--- config.mk ---
export PLATFORM = sky130hd
export DESIGN_NAME = qdf_queue
export DESIGN_NICKNAME = d
export VERILOG_FILES = /design/src/qdf_pkg.sv /design/src/qdf_queue.sv
export SDC_FILE = /design/constraint.sdc
export NUM_CORES = 1
export LEC_CHECK = 0
export BUFFER_PORTS_ARGS = -buffer_cell sky130_fd_sc_hd__buf_2
export CORE_MARGIN = 8
export CORE_UTILIZATION = 59
export CTS_BUF_LIST = sky130_fd_sc_hd__clkbuf_8
export DETAILED_ROUTE_END_ITERATION = 6
export HOLD_SLACK_MARGIN = 0.05
export PLACE_DENSITY = 0.79
export SLEW_MARGIN = 10
export SYNTH_ARGS = -nofsm -noshare
export SYNTH_HDL_FRONTEND = slang
export SYNTH_SLANG_ARGS = --single-unit
--- constraint.sdc ---
create_clock -name clock -period 2.7 [get_ports clock]
set_input_delay 0.27 -clock clock [delete_from_list [all_inputs] [get_ports clock]]
set_output_delay 0.27 -clock clock [all_outputs]
set_load 0.05 [all_outputs]
--- src/qdf_pkg.sv ---
// ----------------------------------------------------------------------------
// qdf_pkg
// Shared types, constants and the coefficient function of the quarter-rate
// I/Q downconverter with its lowpass FIR.
// ----------------------------------------------------------------------------
package qdf_pkg;

   localparam int TAP_COUNT_DEF  = 63;
   localparam int COEF_WIDTH_DEF = 18;
   localparam int SAMPLE_W       = 16;
   localparam int MIX_W          = 18;
   localparam int RES_W          = 18;
   localparam int PROTO_LEN      = 32;
   localparam int PROTO_FRAC     = 17;

   localparam int PROTO_Q17 [PROTO_LEN] = '{
      32827, 29485, 20701, 9644, 0, -5569, -6392, -3754,
      0, 2698, 3274, 1995, 0, -1490, -1820, -1110,
      0, 818, 986, 591, 0, -418, -491, -287,
      0, 192, 222, 128, 0, -91, -115, -76
   };

   typedef struct packed {
      logic signed [MIX_W-1:0] i_val;
      logic signed [MIX_W-1:0] q_val;
      logic                    emit;
      logic                    fin;
      logic                    clear;
   } op_type;

   // Coefficient of one tap, rescaled from Q1.17 to cw-1 fraction bits.
   function automatic int tap_coef(int taps, int cw, int idx);
      int d;
      int v;
      d = idx - taps / 2;
      if (d < 0) begin
         d = -d;
      end
      v = (d < PROTO_LEN) ? PROTO_Q17[d] : 0;
      if (cw > PROTO_FRAC + 1) begin
         v = v <<< (cw - PROTO_FRAC - 1);
      end else if (cw < PROTO_FRAC + 1) begin
         v = (v + (1 <<< (PROTO_FRAC - cw))) >>> (PROTO_FRAC + 1 - cw);
      end
      return v;
   endfunction

endpackage

--- src/qdf_queue.sv ---
// ----------------------------------------------------------------------------
// qdf_queue
// Four-entry queue of filter operations between the front and back parts.
// ----------------------------------------------------------------------------
module qdf_queue (
   input  logic            clock,
   input  logic            reset,
   input  logic            push,
   input  qdf_pkg::op_type push_op,
   input  logic            pop,
   output qdf_pkg::op_type head_op,
   output logic            full,
   output logic            empty
);

   qdf_pkg::op_type mem [4];
   logic [1:0] wptr_ff, rptr_ff;
   logic [2:0] cnt_ff;

   assign full    = (cnt_ff == 3'd4);
   assign empty   = (cnt_ff == 3'd0);
   assign head_op = mem[rptr_ff];

   always_ff @(posedge clock) begin
      if (push) begin
         mem[wptr_ff] <= push_op;
      end
   end

   always_ff @(posedge clock) begin
      if (reset) begin
         wptr_ff <= '0;
         rptr_ff <= '0;
         cnt_ff  <= '0;
      end else begin
         if (push) begin
            wptr_ff <= wptr_ff + 2'd1;
         end
         if (pop) begin
            rptr_ff <= rptr_ff + 2'd1;
         end
         cnt_ff <= cnt_ff + {2'b0, push} - {2'b0, pop};
      end
   end

   a_no_overflow: assert property (@(posedge clock) disable iff (reset) push |-> !full)
      else $error("Queue written while full.");
   a_no_underflow: assert property (@(posedge clock) disable iff (reset) pop |-> !empty)
      else $error("Queue read while empty.");
   a_count_step: assert property (@(posedge clock) disable iff (reset)
      (push && !pop) |=> cnt_ff == $past(cnt_ff) + 3'd1)
      else $error("Queue count did not follow a write.");

endmodule

==> flow_summary.ini, run 1 <==
[outcome]
outcome = finished, final reports clean

[power]
powerDensity_nw_per_um2 = 714
peakVddDrop_uv = 416
power.leakage_nw = 2.53

[placement]
port_buffers = 83
post-dp-hpwl_mm = 6.45
place_inst = 463
gp_congestion = 0.687

[synthesis]
netlist_area_um2 = 6060
yosysSeqAreaShare_pct = 80.3
yosys_warnings = 0
synth-seq-cells = 165
syn_nets = 295
avgSynthCellArea_um2 = 24.7
synth_cell_types = 21
syn-instance-count = 245

[cells_and_area]
mostFrequentLayoutCells = edfxtp_1, buf_2, mux4_2, dlygate4sd3_1, clkbuf_8
final_nets = 432
layout-drive-gt1-share_pct = 40.2
areaGrowthSynthToFinish_pct = 21.0
layout_commonest_cell = edfxtp_1
final_cells = 528

[sta]
finalCriticalPeriod_ns = 2.24
worstMarginPinSlew_ns = 0.602
slew_headroom_pct = 59.9
skew_ns = 0.00711
fin_tns_setup_ns = 0
hold_violations = 0
rsz0062_at_grt = no
fmaxAchievable_ghz = 0.447
setup_violations = 0
final_max_slew_viol_count = 0
fin_crit_sh_pct = 82.9

[floorplanning]
coreArea_um2 = 10100
ios = 84
die-area_um2 = 13800
initial_core_util_pct = 59.7
die_h_um = 117
rows = 37
die-width_um = 117

[cts]
clock_sinks = 165
cts_hold_buf = 36
clock-root-buffer = clkbuf_8
post_cts.repair.setup_buffers = 0
cts_tree = yes
worstSkewPairLatency_ns = 0.43
htreeDepth = 4
cts_resized = 0
clock_path_buffers = 2
cts_buffers = 17
clk_pin_slew_worst_paths_ns = 0.07

[critical_path]
critPathMaxFanout = 23
path_class = reg -> out
end_kind = output port
arrival_ns = 1.97
required_ns = 2.43
cp-start-kind = register

[global_routing]
grt_usage_pct = 16.1
grt_max_degree = 40
gr-total-overflow = 0
grt_pass1_wl_mm = 16.9
grt_pass1_vias = 3235
antenna_found_initial = 1

[route]
routed_via_density = 5.41
wirelength_mm = 10.6
dr.pass1.iters = 4
ant_nets = 0
vias = 2855
drc = 0
dr.first_iter.drc_count = 143
wl_per_cell_um = 20.1

[run]
maxCapViolCount = 0

[hold_path]
hp-class = in -> reg
registers in the layout, summed over array words and instances, names as in the netlist, named ones only:
register,flops
mem,156
rptr_ff,2
cnt_ff,3
wptr_ff,2
cells by family after synthesis:
family | count (synthesis) | synth area share, %
xor gates and xnor gates | 3 | 0.682
muxes | 40 | 14.7
AOI/OAI and AO/OA | 2 | 0.248
and+or+nand+nor | 14 | 1.24
adders and majority gates | 7 | 1.57
buffers and inverters | 14 | 1.28
DFF | 165 | 80.3
report_power, final:
part	switching (W)	internal (W)	total, W
Combinational	0.000593	0.000310	0.000903
Sequential	0.0000450	0.00294	0.00298
Clock	0.000764	0.000585	0.00135
Total	0.00140	0.00383	0.00523
synth_stat cells:
cell | instances | area (um^2)
edfxtp_1 | 156 | 4680
mux4_2 | 39 | 878
dfxtp_1 | 9 | 180
ha_1 | 6 | 75.1
inv_1 | 6 | 22.5
nor2_1 | 5 | 18.8
and2_1 | 4 | 25.0
buf_2 | 2 | 10.0
buf_4 | 2 | 15.0
buf_6 | 2 | 22.5
clkbuf_1 | 2 | 7.51
nor2b_1 | 2 | 12.5
xnor2_1 | 2 | 17.5
a21bo_2 | 1 | 10.0
a21oi_1 | 1 | 5.00
and3_1 | 1 | 6.26
fa_1 | 1 | 20.0
mux2i_1 | 1 | 10.0
nand3b_1 | 1 | 7.51
nor3_1 | 1 | 5.00
xor3_1 | 1 | 23.8
metal layers:
metal  wire (um)  up-vias  share of wire [%]  global-route usage, %
met4         153        0                1.4                   6.89
met2        5610       88                 53                   27.0
li1            -     1291                  -                      -
met3         616       15                5.8                   5.28
met1        4210     1461                 40                   18.7
met5           0        -                  0                      0
path summary, 6_finish.rpt:
check	from	slack [ns]	depth (start not counted)	end
worst max-delay path	register	0.46	3	head_op[4]
worst min-delay path	push_op[33]	0.08	1	mem[0][33]
worst max register to register	cnt_ff[0]	0.94	7	cnt_ff[2]
worst min register to register	rptr_ff[1]	0.53	2	register
worst max-delay path, stage by stage (launching register included):
cell     delay (ns)
dfxtp_2        0.33
buf_4          0.40
mux4_2         0.58
buf_2          0.23
metrics by stage:
step           utilization, %  hold WS [ns]  setup WS [ns]  instance area [um^2]  total power, W
3_5_place_dp             65.9         0.488          0.871                  6690         0.00391
2_1_floorplan               -         0.342          0.812                  6060         0.00369
4_1_cts                  72.3        0.0570          0.392                  7330         0.00528
6_report                 72.3        0.0792          0.461                  7330         0.00523
5_1_grt                  72.3        0.0540          0.315                  7330         0.00544
3_3_place_gp             65.9         0.479          0.870                  6690         0.00389
area by class of cell:
| cell class | instances | area [um^2] |
|---|---|---|
| Antenna cell | 1 | 2.50 |
| Clock buffer | 17 | 234 |
| Clock inverter | 11 | 48.8 |
| Fill cell | 616 | 2810 |
| Inverter | 6 | 22.5 |
| Multi-Input combinational cell | 66 | 1120 |
| Sequential cell | 165 | 4870 |
| Tap cell | 136 | 170 |
| Timing Repair Buffer | 126 | 866 |
Power figures use the tool's default switching activity.
==> run 2, diff against run 1 <==
- clock period: 2.7 -> 2.1 ns (I/O delays scaled with it)
==> flow_summary.ini, run 2 (synthesized netlist as in run 1, its figures left out) <==
[route]
dr.pass1.iters = 4
wl_per_cell_um = 19.0
vias = 2821
dr.first_iter.drc_count = 184
wirelength_mm = 10.2
routed_via_density = 5.26
drc = 0
ant_nets = 0

[critical_path]
end_kind = output port
cp_slowest_cell = mux4_2
reg2reg_depth = 7
regToRegEndpoint = cnt_ff[2]
path_class = reg -> out
crit_chain = buf_12 > mux4_2 > buf_2
critPathMaxFanout = 10
r2r_setup_slack_ns = 0.34
cp-start-kind = register
required_ns = 1.89
critPathMaxStageDelay_ns = 0.52
arrival_ns = 1.79
r2r-start = cnt_ff[0]

[floorplanning]
die-width_um = 117
coreArea_um2 = 10100
rows = 37
die-area_um2 = 13800
die_h_um = 117
initial_core_util_pct = 59.7
ios = 84

[sta]
fmaxAchievable_ghz = 0.500
skew_ns = 0.00575
setup_violations = 0
hold_violations = 0
setup_slack_ns = 0.101
fin_crit_sh_pct = 95.2
final_max_slew_viol_count = 0
slew_headroom_pct = 81.4
rsz0062_at_grt = no
worstMarginPinSlew_ns = 0.281
finalCriticalPeriod_ns = 2.00
fin_tns_setup_ns = 0

[cells_and_area]
largest_register_ffs = 156
reg_top3 = mem x156, cnt_ff x3
areaGrowthSynthToFinish_pct = 24.2
final_nets = 438
layout-drive-gt1-share_pct = 41.0
mostFrequentLayoutCells = edfxtp_1, buf_2, dlygate4sd3_1, mux4_2, clkbuf_8
antennaDiodeCount = 0
layout_commonest_cell = edfxtp_1
largest_register = mem

[cts]
worstSkewPairLatency_ns = 0.43
htreeDepth = 4
clk_pin_slew_worst_paths_ns = 0.08
cts_buffers = 17
clock_sinks = 165
clock-root-buffer = clkbuf_8
clock_path_buffers = 2
cts_tree = yes

[power]
peakVddDrop_uv = 618
p_switching_w = 0.00183
powerDensity_nw_per_um2 = 924
internal-power_w = 0.00512
sw_frac_of_total_pct = 26.4
power.leakage_nw = 2.61
p_seq_share_pct = 55.1
combPwrFrac_pct = 17.5
clkPwrFrac_pct = 27.4

[run]
maxCapViolCount = 0

[hold_path]
holdPathStages = 3
hp-class = in -> reg
worstHoldStart = pop

[placement]
post-dp-hpwl_mm = 5.90
gp_congestion = 0.695
port_buffers = 83
preCtsSetupSlack_ns = 0.346

[global_routing]
grt_pass1_vias = 3092
grt_max_degree = 40
antenna_found_initial = 0
grt_pass1_wl_mm = 16.0
gr-total-overflow = 0
grt_usage_pct = 15.3

[outcome]
outcome = finished, final reports clean
## run 2: layout make-up
| cell class | count | area, um^2 |
|---|---|---|
| clock buffers | 17 | 234 |
| inverters | 6 | 22.5 |
| multi-input cells | 66 | 1120 |
| well taps | 136 | 170 |
| repair buffers | 132 | 1010 |
| flip-flops and latches | 165 | 4870 |
| clock inverters | 14 | 97.6 |
| fillers | 568 | 2620 |
## run 2: power by group through the flow
stage	clock network, W	registers [W]	logic [W]
4_1_cts	0.00196	0.00383	0.00122
6_report	0.00191	0.00383	0.00121
5_1_grt	0.00208	0.00384	0.00128
2_1_floorplan	0	0.00389	0.000851
3_3_place_gp	0	0.00389	0.00114
3_5_place_dp	0	0.00390	0.00115
## run 2: per-stage QoR
step	utilization, %	total power, W	cell area [um^2]	hold slack, ns	cells
finish	74.2	0.00695	7520	0.110	536
global route	74.2	0.00721	7520	0.135	536
CTS	73.7	0.00700	7470	0.0742	534
detailed placement	66.4	0.00505	6740	0.427	463
global placement	66.4	0.00503	6740	0.420	463
floorplan	-	0.00474	6060	0.282	245
## run 2: worst max-delay path by stage
| stage | startpoint | slack (ns) | end |
|---|---|---|---|
| final | register | 0.10 | head_op[4] |
| after global routing | register | 0.005 | head_op[18] |
| after CTS | register | 0.02 | head_op[18] |
| after detailed placement | cnt_ff[0] | 0.35 | cnt_ff[2] |
| after global placement | cnt_ff[0] | 0.40 | cnt_ff[2] |
| after floorplan | wptr_ff[0] | 0.21 | mem[2][0] |
## run 2: timing repair
| item | 4_1_cts | 5_1_grt |
|---|---|---|
| endpoints found under the hold margin | 165 | 0 |
| gates resized for setup | 0 | 3 |
| hold buffers | 40 | 0 |
| endpoints found under the setup margin | 0 | 5 |
| setup buffers | 0 | 0 |
## run 2: critical path: cells and delay by family, from the launching register on
family,cells,cell delay [ns]
buffers and inverters,2,0.40
multiplexers,1,0.52
flip-flops,1,0.43
## run 2: per-layer routing
metal | vias to the layer above | share of wire [%] | global-route usage (%)
met3 | 13 | 4.9 | 4.99
met2 | 69 | 53 | 25.8
met1 | 1430 | 41 | 17.0
met5 | - | 0 | 0
li1 | 1309 | - | -
met4 | 0 | 1.7 | 7.62
==> run 3, diff against run 2 <==
- CELL_PAD_IN_SITES_DETAIL_PLACEMENT: unset -> 0
- CELL_PAD_IN_SITES_GLOBAL_PLACEMENT: unset -> 1
- CORE_UTILIZATION: 59 -> 52
==> flow_summary.ini, run 3 (synthesized netlist as in run 1, its figures left out) <==
[sta]
hold_violations = 0
final_max_slew_viol_count = 0
setup_violations = 0
hold_ws_ns = 0.102
finalCriticalPeriod_ns = 2.04
skew_ns = 0.0140
rsz0062_at_grt = yes
fin_crit_sh_pct = 97.4
fmaxAchievable_ghz = 0.489
worstMarginPinSlew_ns = 1.04
slew_headroom_pct = 30.3

[floorplanning]
die_h_um = 124
rows = 39
die-width_um = 124
coreArea_um2 = 11400
die-area_um2 = 15400
initial_core_util_pct = 53.0
ios = 84

[global_routing]
grt_pass1_vias = 3165
grtUsageMet3_pct = 4.49
grt_util_met1_pct = 17.4
gr-total-overflow = 0
grt_usage_pct = 14.5
grt_max_degree = 40
antenna_found_initial = 0
grt_pass1_wl_mm = 16.2
grt.busiest_layer = met2
met2_usage_pct = 24.5

[cts]
clk_pin_slew_worst_paths_ns = 0.08
clock_path_buffers = 2
cts_tree = yes
cts_buffers = 17
worstSkewPairLatency_ns = 0.43
clock-root-buffer = clkbuf_8
htreeDepth = 4
clock_sinks = 165

[cells_and_area]
largest_register = mem
areaGrowthSynthToFinish_pct = 28.1
final_nets = 440
layout_commonest_cell = edfxtp_1
reg_top3 = mem x156, cnt_ff x3
mostFrequentLayoutCells = edfxtp_1, buf_2, dlygate4sd3_1, mux4_2, buf_6
layout-drive-gt1-share_pct = 41.9
largest_register_ffs = 156
antennaDiodeCount = 0
n_fill_cell = 759

[route]
drc = 0
wl_per_cell_um = 19.8
wirelength_mm = 10.8
dr.pass1.iters = 6
ant_nets = 0
dr.first_iter.drc_count = 194
routed_via_density = 5.27
vias = 2879

[critical_path]
critical_path_buf_inv_count = 2
critPathMaxStageDelay_ns = 0.52
required_ns = 1.89
crit_chain = buf_4 > mux4_2 > buf_2
cp_slowest_cell = mux4_2
path_class = reg -> out
r2r-start = wptr_ff[0]
end_kind = output port
critPathTopFamily = multiplexers
critPathMaxFanout = 7
arrival_ns = 1.83
cp-start-kind = register

[power]
peakVddDrop_uv = 529
power.leakage_nw = 2.69
powerDensity_nw_per_um2 = 933
p_total_w = 0.00724

[placement]
port_buffers = 83
post-dp-hpwl_mm = 6.26
gp_congestion = 0.647

[run]
maxCapViolCount = 0

[outcome]
outcome = finished, final reports clean

[hold_path]
hp-class = in -> reg
worstHoldStart = pop
-- run 3: worst min-delay path, cell delays in order --
cell and delay [ns]:
buf_2 0.12, xnor2_1 0.09, nor2_1 0.08
-- run 3: worst paths after layout --
path | endpoint | slack [ns] | depth (start not counted)
setup reg to reg | mem[2][1] | 0.28 | 3
setup / recovery | head_op[19] | 0.06 | 3
hold reg to reg | register | 0.54 | 2
hold / removal | register | 0.10 | 3
-- run 3: stage by stage --
| step | cell area, um^2 | worst slack, ns | utilization (%) | std cells | TNS, ns |
|---|---|---|---|---|---|
| after global placement | 6700 | 0.282 | 58.7 | 469 | 0 |
| after detailed placement | 6700 | 0.235 | 58.7 | 469 | 0 |
| after floorplan | 6060 | 0.212 | - | 245 | 0 |
| after global routing | 7760 | -0.0143 | 67.9 | 546 | -0.0481 |
| final | 7760 | 0.0556 | 67.9 | 546 | 0 |
| after CTS | 7480 | 0.00608 | 65.5 | 543 | 0 |
-- run 3: final cells by class --
cell class                      count  area, um^2  area share [%]
Clock buffer                       18         248            3.19
Clock inverter                     14         115            1.48
Inverter                            6        22.5           0.290
Multi-Input combinational cell     66        1120            14.4
Sequential cell                   165        4870            62.8
Tap cell                          143         179            2.31
Timing Repair Buffer              134        1200            15.5
-- run 3: power breakdown --
group | leakage, nW | switching (W) | internal, W
clock network | 0.181 | 0.00110 | 0.000957
logic | 1.00 | 0.000793 | 0.000556
registers | 1.51 | 0.0000602 | 0.00378
-- run 3: what timing repair did --
action | in CTS | in global routing
setup buffers | 2 | 1
gates cloned | 0 | 2
gates resized for setup | 0 | 107
endpoints found under the hold margin | 163 | 0
hold buffers | 40 | 0
setup endpoints to repair | 30 | 28
-- run 3: routing by layer --
metal,vias to the layer above,wire length [um]
met1,1466,4550
met3,9,623
met2,90,5530
met5,-,0
li1,1314,-
met4,0,113
