## config.mk

```make
export PLATFORM = sky130hd
export DESIGN_NAME = qdf_front
export DESIGN_NICKNAME = d
export VERILOG_FILES = /design/src/qdf_pkg.sv /design/src/qdf_front.sv
export SDC_FILE = /design/constraint.sdc
export NUM_CORES = 1
export LEC_CHECK = 0
export ABC_AREA = 1
export BUFFER_PORTS_ARGS = -buffer_cell sky130_fd_sc_hd__buf_4
export CORE_MARGIN = 4
export CORE_UTILIZATION = 59
export CTS_BUF_LIST = sky130_fd_sc_hd__clkbuf_8
export DETAILED_ROUTE_END_ITERATION = 10
export MAX_ROUTING_LAYER = met4
export PLACE_DENSITY = 0.89
export SLEW_MARGIN = 5
export SYNTH_ARGS = -nofsm -noshare
export SYNTH_HDL_FRONTEND = slang
export SYNTH_SLANG_ARGS = --single-unit
```

## constraint.sdc

```tcl
create_clock -name clock -period 4.6 [get_ports clock]
set_input_delay 1.15 -clock clock [delete_from_list [all_inputs] [get_ports clock]]
set_output_delay 1.15 -clock clock [all_outputs]
set_load 0.005 [all_outputs]
```

## src/qdf_pkg.sv

```systemverilog
// ----------------------------------------------------------------------------
// qdf_pkg
// Shared types, constants and the coefficient function of the quarter-rate
// I/Q downconverter with its lowpass FIR.
// ----------------------------------------------------------------------------
package qdf_pkg;

   localparam int TAP_COUNT_DEF  = 63;
   localparam int COEF_WIDTH_DEF = 18;
   localparam int SAMPLE_W       = 16;
   localparam int MIX_W          = 18;
   localparam int RES_W          = 18;
   localparam int PROTO_LEN      = 32;
   localparam int PROTO_FRAC     = 17;

   localparam int PROTO_Q17 [PROTO_LEN] = '{
      32827, 29485, 20701, 9644, 0, -5569, -6392, -3754,
      0, 2698, 3274, 1995, 0, -1490, -1820, -1110,
      0, 818, 986, 591, 0, -418, -491, -287,
      0, 192, 222, 128, 0, -91, -115, -76
   };

   typedef struct packed {
      logic signed [MIX_W-1:0] i_val;
      logic signed [MIX_W-1:0] q_val;
      logic                    emit;
      logic                    fin;
      logic                    clear;
   } op_type;

   // Coefficient of one tap, rescaled from Q1.17 to cw-1 fraction bits.
   function automatic int tap_coef(int taps, int cw, int idx);
      int d;
      int v;
      d = idx - taps / 2;
      if (d < 0) begin
         d = -d;
      end
      v = (d < PROTO_LEN) ? PROTO_Q17[d] : 0;
      if (cw > PROTO_FRAC + 1) begin
         v = v <<< (cw - PROTO_FRAC - 1);
      end else if (cw < PROTO_FRAC + 1) begin
         v = (v + (1 <<< (PROTO_FRAC - cw))) >>> (PROTO_FRAC + 1 - cw);
      end
      return v;
   endfunction

endpackage

```

## src/qdf_front.sv

```systemverilog
// ----------------------------------------------------------------------------
// qdf_front
// Accepts samples, mixes them to baseband and issues one filter operation
// per sample, then the zero operations that flush a burst after its last word.
// ----------------------------------------------------------------------------
module qdf_front #(
   parameter int TAP_COUNT = qdf_pkg::TAP_COUNT_DEF
) (
   input  logic                                 clock,
   input  logic                                 reset,
   input  logic                                 req_valid,
   output logic                                 req_stall,
   input  logic signed [qdf_pkg::SAMPLE_W-1:0]  req_sample,
   input  logic                                 req_last,
   input  logic                                 q_full,
   output logic                                 q_push,
   output qdf_pkg::op_type                      q_op
);

   localparam int HALF = TAP_COUNT / 2;
   localparam int SW   = $clog2(HALF + 2);
   localparam int TW   = SW + 1;

   logic [1:0]    phase_ff, phase_in;
   logic [SW-1:0] seen_ff, seen_in, seen_inc;
   logic [SW-1:0] base_ff, base_in;
   logic [SW-1:0] tcnt_ff, tcnt_in;
   logic          flush_ff, flush_in;
   logic          take;
   logic signed [qdf_pkg::MIX_W-1:0] m2;

   assign req_stall = flush_ff | q_full;
   assign take      = req_valid & ~req_stall;
   assign m2        = qdf_pkg::MIX_W'(req_sample) <<< 1;
   assign seen_inc  = (seen_ff < SW'(HALF + 1)) ? seen_ff + SW'(1) : seen_ff;

   always_comb begin
      phase_in = phase_ff;
      seen_in  = seen_ff;
      base_in  = base_ff;
      tcnt_in  = tcnt_ff;
      flush_in = flush_ff;
      q_push   = 1'b0;
      q_op     = '0;
      if (take) begin
         q_push   = 1'b1;
         phase_in = phase_ff + 2'd1;
         seen_in  = seen_inc;
         unique case (phase_ff)
            2'd0:    q_op.i_val = m2;
            2'd1:    q_op.q_val = m2;
            2'd2:    q_op.i_val = -m2;
            default: q_op.q_val = -m2;
         endcase
         q_op.emit = (seen_inc == SW'(HALF + 1));
         if (req_last) begin
            flush_in = 1'b1;
            tcnt_in  = SW'(1);
            base_in  = seen_inc;
         end
      end else if (flush_ff && !q_full) begin
         q_push     = 1'b1;
         q_op.emit  = (TW'(base_ff) + TW'(tcnt_ff)) >= TW'(HALF + 1);
         q_op.fin   = (tcnt_ff == SW'(HALF));
         q_op.clear = (tcnt_ff == SW'(HALF));
         if (tcnt_ff == SW'(HALF)) begin
            flush_in = 1'b0;
            phase_in = 2'd0;
            seen_in  = '0;
         end else begin
            tcnt_in = tcnt_ff + SW'(1);
         end
      end
   end

   always_ff @(posedge clock) begin
      if (reset) begin
         phase_ff <= '0;
         seen_ff  <= '0;
         base_ff  <= '0;
         tcnt_ff  <= '0;
         flush_ff <= 1'b0;
      end else begin
         phase_ff <= phase_in;
         seen_ff  <= seen_in;
         base_ff  <= base_in;
         tcnt_ff  <= tcnt_in;
         flush_ff <= flush_in;
      end
   end

endmodule

```

==> qor.txt, run 1 <==
Status: finished clean
Placed Area: 0.00267 mm²
Hold Crit Class: reg -> reg
RSZ-0062 raised after global routing: false
Post-synth ARST share: 0
Chip Width: 69.8 µm
Post-Place Setup Slack: 1140 ps
CTS tree: built
Pwr per Cell Area: 160 mW/mm²
Leak: 1.23 nW
CP endpoint kind: output port
Area Growth Syn to Fin: 20.4%
Via count: 2671
CTS max path bufs: 2
Site Rows: 22
Commonest non-fill, non-tap cells in the layout: 117 x nand2_1, 60 x buf_4, 51 x a21oi_1
CTS root buf: clkbuf_8
Post-route cell area: 0.00271 mm²
Setup TNS Final: 0 ps
Flip-flop and latch count after synthesis: 21
Final hold violation count: 0
Postcts setup bufs: 0
Clock sinks: 21
Nets: 474
Clock-pin slew on the worst setup and hold paths: 80 ps
Hold_buf cts: 0
Count of input and output buffers: 59
Initial core utilization: 0.615
Die H: 69.8 µm
Mapped Avg Cell Area: 5.76 µm²
Final setup margin: 1090 ps
First-pass GRT wire length: 10600 µm
Initial antenna violation count: 0
Gp weighted congestion: 0.897
Max-slew violations: 0
Maxcap violations: 0
Worst EP required: 3450 ps
Seq/Total Area, Yosys: 0.187
Core area: 0.00366 mm²
Yosys warns: 0
Pre-antenna DRT Iters: 5
CP Class: in -> out
H-tree level count: 1
Final setup viols: 0
Die area: 0.00487 mm²
# IOs: 62
Fillcell total: 345
Netlist cell types: 32
Relative slew margins: 0.472
Fmax achieved: 0.285 GHz
Vias in the first global route: 2524
Most common cell after layout, fill and taps aside: nand2_1
Final period util: 0.763
Fraction of layout cells with a size suffix above 1: 0.187
Resized Gates After CTS: 0
Fin crit period: 3510 ps
Clk Latency, worst-skew pair: 260 ps
Total chip power: 0.435 mW
Dominant synthesized flop cell: dfxtp_1
CP max FO: 4
Routed wire per std cell: 12.6 µm
DRC: 0
Mapped Area: 0.00225 mm²
Worst-margin pin slew: 789 ps
Aggregate routed wire length: 6100 µm
Num CTS Buffers: 3
Total Routing Usage GR: 0.262
Peak supply drop: 0.138 mV
Crit start category: primary input
Critical path arrival: 2360 ps
Largest net degree at the start of global routing: 41
Gate Count Post-Synth: 391
Skew final: 2.23 ps
R2R Setup Slk: 3000 ps
Utilization after layout: 0.740
Vias per inst: 5.50
Dpl hpwl: 4720 µm
Antenna-violating nets left: 0
DR iter-0 viols: 203
GRT overflow: 0
Antenna diode count: 0
Post-synth EDFFs: 0
[metal layers]
layer | GRT usage | wire, µm | vias up
met5 | - | 0 | -
met4 | 0.104 | 142 | 0
met3 | 0.0333 | 426 | 13
li1 | - | - | 1346
met1 | 0.291 | 2590 | 1210
met2 | 0.471 | 2940 | 102
[worst max-delay path: stages]
cell and delay (ps):
buf_4 110, inv_1 80, ha_1 260, nand2_2 120
nor2_1 160, nand3b_1 130, nand3_1 110, a21oi_1 80
buf_4 150
[cell type report]
class,instances,area [µm²],share of cell area
Sequential cell,21,420,0.155
Inverter,40,153,0.0563
Timing Repair Buffer,60,450,0.166
Multi-Input combinational cell,313,1580,0.584
Clock inverter,1,3.75,0.00139
Tap cell,48,60.1,0.0222
Clock buffer,3,41.3,0.0152
[state kept, by name, indices dropped and copies added (netlist names)]
register  count
tcnt_ff       6
flush_ff      1
base_ff       6
seen_ff       6
phase_ff      2
[through the flow]
stage / cells / hold WS, ps
6_report: 486 / 473
5_1_grt: 486 / 512
4_1_cts: 486 / 471
3_5_place_dp: 482 / 460
3_3_place_gp: 482 / 452
2_1_floorplan: 392 / 443
[worst paths after layout]
kind                  from          to  cells after the start
min             base_ff[0]  base_ff[0]                      2
max          req_sample[0]    q_op[14]                      9
min reg2reg     base_ff[0]  base_ff[0]                      2
max reg2reg       flush_ff  tcnt_ff[1]                      9
[where the power goes]
part           total, mW  leakage, nW  internal, mW  switching [mW]
Sequential         0.190        0.170         0.185         0.00453
Clock              0.122       0.0269        0.0596          0.0620
Combinational      0.123         1.04        0.0483          0.0750
[cell families after synthesis]
kind of cell,count (synthesis),share of synthesized area
fa+ha+maj,14,0.0812
xor+xnor,8,0.0311
buf+inv,58,0.112
compound gates,67,0.154
flops,21,0.187
simple gates,222,0.433
other cells,1,0.00167
[cell usage after synthesis (3+ instances only)]
library cell | number | share of area
dfxtp_1 | 21 | 0.19
buf_4 | 3 | 0.010
inv_1 | 36 | 0.060
clkbuf_1 | 3 | 0.0050
nor2_1 | 38 | 0.063
o21ai_0 | 10 | 0.022
nand2_1 | 117 | 0.20
nand3_1 | 47 | 0.10
a21oi_1 | 51 | 0.11
inv_2 | 3 | 0.0050
nor2_2 | 7 | 0.019
xor2_1 | 5 | 0.019
xnor2_1 | 3 | 0.012
nand4_1 | 3 | 0.0083
ha_1 | 13 | 0.072
buf_2 | 11 | 0.024
Power figures use the tool's default switching activity.
==> run 2: changes to the inputs <==
--- a/config.mk
+++ b/config.mk
@@ -5,14 +5,14 @@
 export SDC_FILE = /design/constraint.sdc
 export NUM_CORES = 1
 export LEC_CHECK = 0
-export ABC_AREA = 1
+export ABC_AREA = 0
 export BUFFER_PORTS_ARGS = -buffer_cell sky130_fd_sc_hd__buf_4
 export CORE_MARGIN = 4
-export CORE_UTILIZATION = 59
+export CORE_UTILIZATION = 50
 export CTS_BUF_LIST = sky130_fd_sc_hd__clkbuf_8
 export DETAILED_ROUTE_END_ITERATION = 10
 export MAX_ROUTING_LAYER = met4
-export PLACE_DENSITY = 0.89
+export PLACE_DENSITY = 0.79
 export SLEW_MARGIN = 5
 export SYNTH_ARGS = -nofsm -noshare
 export SYNTH_HDL_FRONTEND = slang
==> constraint.sdc (replaced) <==
create_clock -name clock -period 3.1 [get_ports clock]
set_input_delay 0.775 -clock clock [delete_from_list [all_inputs] [get_ports clock]]
set_output_delay 0.775 -clock clock [all_outputs]
set_load 0.005 [all_outputs]
==> qor.txt, run 2 <==
Gp weighted congestion: 0.937 (+4.4%)
Dominant synthesized flop cell: dfxtp_1
Pwr per Cell Area: 242 mW/mm² (+51%)
Critical path arrival: 2280 ps (-80 ps)
# IOs: 62 (unchanged)
Fillcell total: 376 (+9.0%)
H-tree level count: 1 (unchanged)
DRT met1 WL: 3160 µm (+22%)
Status: finished clean
Gate Count Post-Synth: 340 (-13%)
Fin crit period: 3060 ps
Total Routing Usage GR: 0.240 (-0.0225)
Fraction of layout cells with a size suffix above 1: 0.271 (+0.0839)
Antenna diode count: 0 (unchanged)
CTS tree: built
Worst EP required: 2320 ps (-1130 ps)
Relative slew margins: 0.577 (+0.105)
Max-slew violations: 0 (unchanged)
Placed Area: 0.00291 mm² (+9.1%)
Core area: 0.00447 mm² (+22%)
Most frequent cell after synthesis: nand2_1
Final setup viols: 0 (unchanged)
CP Class: in -> out
Routed wire per std cell: 16.2 µm (+29%)
CP endpoint kind: output port
Hold_buf cts: 0 (unchanged)
Antenna-violating nets left: 0 (unchanged)
Commonest non-fill, non-tap cells in the layout: 76 x buf_4, 42 x nand2_1, 28 x nor2_1
Clk Latency, worst-skew pair: 270 ps (about the same)
Post-synth ARST share: 0 (unchanged)
Synth area leaders: dfxtp_1 18%, ha_1 6.8%, nand2_1 6.6%, a21oi_1 5.7%, nor2_1 4.6%
Hold Crit Class: reg -> reg
Initial core utilization: 0.531 (-0.0835)
Chip Width: 77.0 µm (+10%)
Uppermost layer routed: met4
First-pass GRT wire length: 11600 µm (+9.4%)
Min Hold Slack: 494 ps (+21.5 ps)
Area leader, netlist: dfxtp_1
Commonest cells in the netlist: 42 x nand2_1, 29 x nor2_1, 27 x a21oi_1
Area Growth Syn to Fin: 26.9%
Seq/Total Area, Yosys: 0.177 (-0.00993)
Clock-pin slew on the worst setup and hold paths: 80 ps (about the same)
Vias per inst: 6.30 (+15%)
Mapped Avg Cell Area: 6.99 µm² (+21%)
Maxcap violations: 0 (unchanged)
Peak supply drop: 0.168 mV (+22%)
GRT overflow: 0 (unchanged)
Post-route cell area: 0.00302 mm² (+11%)
Leak: 1.24 nW (+0.73%)
Die area: 0.00592 mm² (+22%)
Initial antenna violation count: 0 (unchanged)
Top flop regs: base_ff (6), seen_ff (6), tcnt_ff (6)
Most common cell after layout, fill and taps aside: buf_4
Via count: 2789 (+4.4%)
Dpl hpwl: 5310 µm (+13%)
DR WL met3: 591 µm (+39%)
CTS max path bufs: 2 (unchanged)
CTS root buf: clkbuf_8
Worst-margin pin slew: 630 ps (-159 ps)
Utilization after layout: 0.674 (-0.0658)
Non-Filler Instances: 443 (-8.8%)
Netlist cell types: 57 (+78%)
Aggregate routed wire length: 7190 µm (+18%)
DR iter-0 viols: 239 (+18%)
Nets: 427 (-9.9%)
Post-synth EDFFs: 0 (unchanged)
Vias in the first global route: 2417 (-4.2%)
Final period util: 0.987
Pre-antenna DRT Iters: 6 (+1)
Site Rows: 24 (+9.1%)
Final hold violation count: 0 (unchanged)
Flip-flop and latch count after synthesis: 21 (unchanged)
Count of input and output buffers: 59 (unchanged)
Largest net degree at the start of global routing: 32 (-22%)
Num CTS Buffers: 3 (unchanged)
Die H: 77.0 µm (+10%)
Placed instance count: 439 (-8.9%)
CP max FO: 9 (+5)
RSZ-0062 raised after global routing: true
Met2 Routed Length: 3310 µm (+13%)
Top cell type's share of synthesized area: 0.177 (-0.0183)
Mapped Area: 0.00238 mm² (+5.6%)
Yosys warns: 0 (unchanged)
Fmax achieved: 0.327 GHz
Setup TNS Final: 0 ps (unchanged)
DRC: 0 (unchanged)
Skew final: 3.51 ps (+1.28 ps)
Clock sinks: 21 (unchanged)
Crit start category: primary input
run 2: cell count changes after synthesis, sizes merged, moves of 8 or more:
cell | previous run | this run
inv | 40 | 9
a21oi | 51 | 27
nand3b | 2 | 10
nand2 | 120 | 42
a311oi | 0 | 8
nor4 | 0 | 8
a31oi | 0 | 8
nor3 | 0 | 13
clkbuf | 3 | 24
nor2 | 47 | 29
nand3 | 49 | 14
run 2: what timing repair did:
item | CTS | global route
pin swaps | 0 | 5
setup buffers | 0 | 0
endpoints found under the setup margin | 2 | 9
hold endpoints to repair | 0 | 0
gates resized for setup | 2 | 13
run 2: worst paths after layout:
path	start	endpoint	slack, ps	cells past startpoint
worst max-delay path	req_sample[3]	q_op[19]	40	6
worst min-delay path	seen_ff[4]	seen_ff[4]	490	2
worst max register to register	tcnt_ff[1]	tcnt_ff[3]	1160	5
worst min register to register	seen_ff[4]	seen_ff[4]	490	2
run 2: where the power goes:
part,switching [mW],internal (mW)
combinational,0.139,0.112
clock,0.0987,0.0899
sequential,0.0118,0.279
total,0.250,0.481
run 2: worst max-delay path, cell delays in order:
cell and delay [ps]:
buf_4 150, or3_4 430, nor4_4 410, nand4_1 150, a31oi_1 220, buf_4 140
run 2: layout make-up:
| class | count | area, µm² | area share |
|---|---|---|---|
| clock buffers | 3 | 41.3 | 0.0137 |
| inverters | 9 | 38.8 | 0.0129 |
| multi-input cells | 278 | 1830 | 0.607 |
| clock inverters | 1 | 5.00 | 0.00166 |
| repair buffers | 79 | 617 | 0.204 |
| flip-flops and latches | 21 | 420 | 0.139 |
| well taps | 52 | 65.1 | 0.0216 |
run 2: layer usage:
layer	GRT usage	vias up
met5	-	-
met4	0.0616	0
met3	0.0304	20
met2	0.368	157
met1	0.331	1266
li1	-	1346
run 2: metrics by stage:
stage	power, mW	worst slack [ps]
2_1_floorplan	0.435	80.5
3_3_place_gp	0.531	13.7
3_5_place_dp	0.535	-25.4
4_1_cts	0.723	32.7
5_1_grt	0.773	-53.8
6_report	0.730	41.0
run 2: cells by family after synthesis:
family / synth area share
adder cells (fa/ha/maj): 0.0768
flip-flops: 0.177
buffers and inverters: 0.0774
AND/OR/NAND/NOR: 0.401
multiplexers: 0.0168
AO/OA/AOI/OAI: 0.228
other: 0.00158
XOR/XNOR: 0.0221
==> run 3: changes to the inputs <==
--- a/config.mk
+++ b/config.mk
@@ -6,7 +6,7 @@
 export NUM_CORES = 1
 export LEC_CHECK = 0
 export ABC_AREA = 0
-export BUFFER_PORTS_ARGS = -buffer_cell sky130_fd_sc_hd__buf_4
+export BUFFER_PORTS_ARGS = -buffer_cell sky130_fd_sc_hd__buf_2
 export CORE_MARGIN = 4
 export CORE_UTILIZATION = 50
 export CTS_BUF_LIST = sky130_fd_sc_hd__clkbuf_8
==> qor.txt, run 3 (synthesis gave the netlist of run 2 again) <==
Nets: 430 (+0.70%)
Num CTS Buffers: 3 (unchanged)
Maxcap violations: 0 (unchanged)
Routed wire per std cell: 15.1 µm (-7.1%)
First-pass GRT wire length: 11000 µm (-5.0%)
CP Class: in -> out
Fmax achieved: 0.331 GHz (+1.3%)
Most common cell after layout, fill and taps aside: buf_2
Placed Area: 0.00278 mm² (-4.3%)
Final hold violation count: 0 (unchanged)
Site Rows: 24 (unchanged)
Dpl hpwl: 5150 µm (-3.0%)
Fin crit period: 3020 ps (-38.7 ps)
Vias per inst: 6.14 (-2.4%)
Aggregate routed wire length: 6720 µm (-6.5%)
Top flop regs: base_ff (6), seen_ff (6), tcnt_ff (6)
GRT overflow: 0 (unchanged)
Area Growth Syn to Fin: 19.8%
Gp weighted congestion: 0.970 (+3.6%)
Via count: 2740 (-1.8%)
Final period util: 0.974 (-0.0125)
Commonest non-fill, non-tap cells in the layout: 59 x buf_2, 42 x nand2_1, 29 x nor2_1
Postcts setup bufs: 0 (unchanged)
Antenna-violating nets left: 0 (unchanged)
Count of input and output buffers: 59 (unchanged)
Clk Latency, worst-skew pair: 260 ps (about the same)
DRC: 0 (unchanged)
Post-route cell area: 0.00285 mm² (-5.6%)
Vias in the first global route: 2390 (-1.1%)
Die H: 77.0 µm (unchanged)
Chip Width: 77.0 µm (unchanged)
Multi-input gate area: 0.00180 mm² (-1.6%)
RSZ-0062 raised after global routing: true
Crit start category: primary input
Fraction of layout cells with a size suffix above 1: 0.264 (-0.00714)
CP max FO: 3 (-6)
Hold Crit Class: reg -> reg
Die area: 0.00592 mm² (unchanged)
Total Routing Usage GR: 0.226 (-0.0135)
CTS root buf: clkbuf_8
Final setup viols: 0 (unchanged)
Resized Gates After CTS: 0 (-2)
Initial antenna violation count: 0 (unchanged)
Pre-antenna DRT Iters: 5 (-1)
Placed instance count: 442 (+0.68%)
Hold_buf cts: 0 (unchanged)
Clock-pin slew on the worst setup and hold paths: 70 ps (about the same)
Critical path arrival: 2250 ps (-30 ps)
Non-Filler Instances: 446 (+0.68%)
Max-slew violations: 0 (unchanged)
Worst EP required: 2320 ps (about the same)
Skew final: 5.28 ps (+1.77 ps)
Initial core utilization: 0.531 (unchanged)
Reg area: 420 µm² (unchanged)
Relative slew margins: 0.624 (+0.0463)
DR iter-0 viols: 165 (-31%)
CP endpoint kind: output port
# IOs: 62 (unchanged)
H-tree level count: 1 (unchanged)
Fillcell total: 399 (+6.1%)
Leak: 1.23 nW (-0.77%)
Antenna diode count: 0 (unchanged)
Worst-margin pin slew: 561 ps (-69.0 ps)
Pwr per Cell Area: 245 mW/mm² (+1.2%)
Peak supply drop: 0.199 mV (+19%)
Core area: 0.00447 mm² (unchanged)
Largest net degree at the start of global routing: 32 (unchanged)
Clock sinks: 21 (unchanged)
Status: finished clean
CTS tree: built
CTS max path bufs: 2 (unchanged)
-- run 3: changes by cell type in the layout (fill, tap and decap cells not counted), sizes merged --
cell and change:
buf +3
-- run 3: routing by layer --
metal  global-route usage  part of all wire  vias to the layer above
met1                0.312              0.46                     1272
li1                     -                 -                     1353
met3               0.0269             0.073                        8
met2                0.346              0.46                      107
met5                    -                 0                        -
met4               0.0670            0.0076                        0
-- run 3: worst paths after layout --
path	slack (ps)	from	cells after the start	to
worst max-delay path	80	req_sample[0]	8	q_op[10]
worst min-delay path	460	base_ff[0]	2	base_ff[0]
worst max register to register	1180	tcnt_ff[1]	5	tcnt_ff[3]
worst min register to register	460	base_ff[0]	2	base_ff[0]
-- run 3: through the flow --
stage               power [mW]  hold WS (ps)  TNS, ps  setup WS, ps  utilization
floorplan                0.435           436        0          80.5            -
global placement         0.515           449        0          27.8        0.622
detailed placement       0.520           454        0          36.2        0.622
CTS                      0.700           465        0          30.8        0.632
global route             0.736           503    -15.0         -11.6        0.636
finish                   0.698           461        0          79.7        0.636
-- run 3: cell type report --
class                      count  area share
multi-input combinational    278       0.633
timing repair buffer          82       0.169
sequential                    21       0.148
tap                           52      0.0228
clock buffer                   3      0.0145
inverter                       9      0.0119
clock inverter                 1     0.00176
-- run 3: where the power goes --
| part | total (mW) | leakage [nW] | internal (mW) | switching [mW] |
|---|---|---|---|---|
| Sequential | 0.291 | 0.171 | 0.279 | 0.0118 |
| Clock | 0.180 | 0.0255 | 0.0896 | 0.0904 |
| Combinational | 0.227 | 1.04 | 0.0937 | 0.133 |
| Total | 0.698 | 1.23 | 0.462 | 0.235 |
-- run 3: worst max-delay path, stage by stage --
cell and delay (ps):
buf_2 100, inv_1 50, ha_1 180, or4b_4 510, nor3b_1 210, o21ai_0 100
a21oi_1 180, buf_2 140
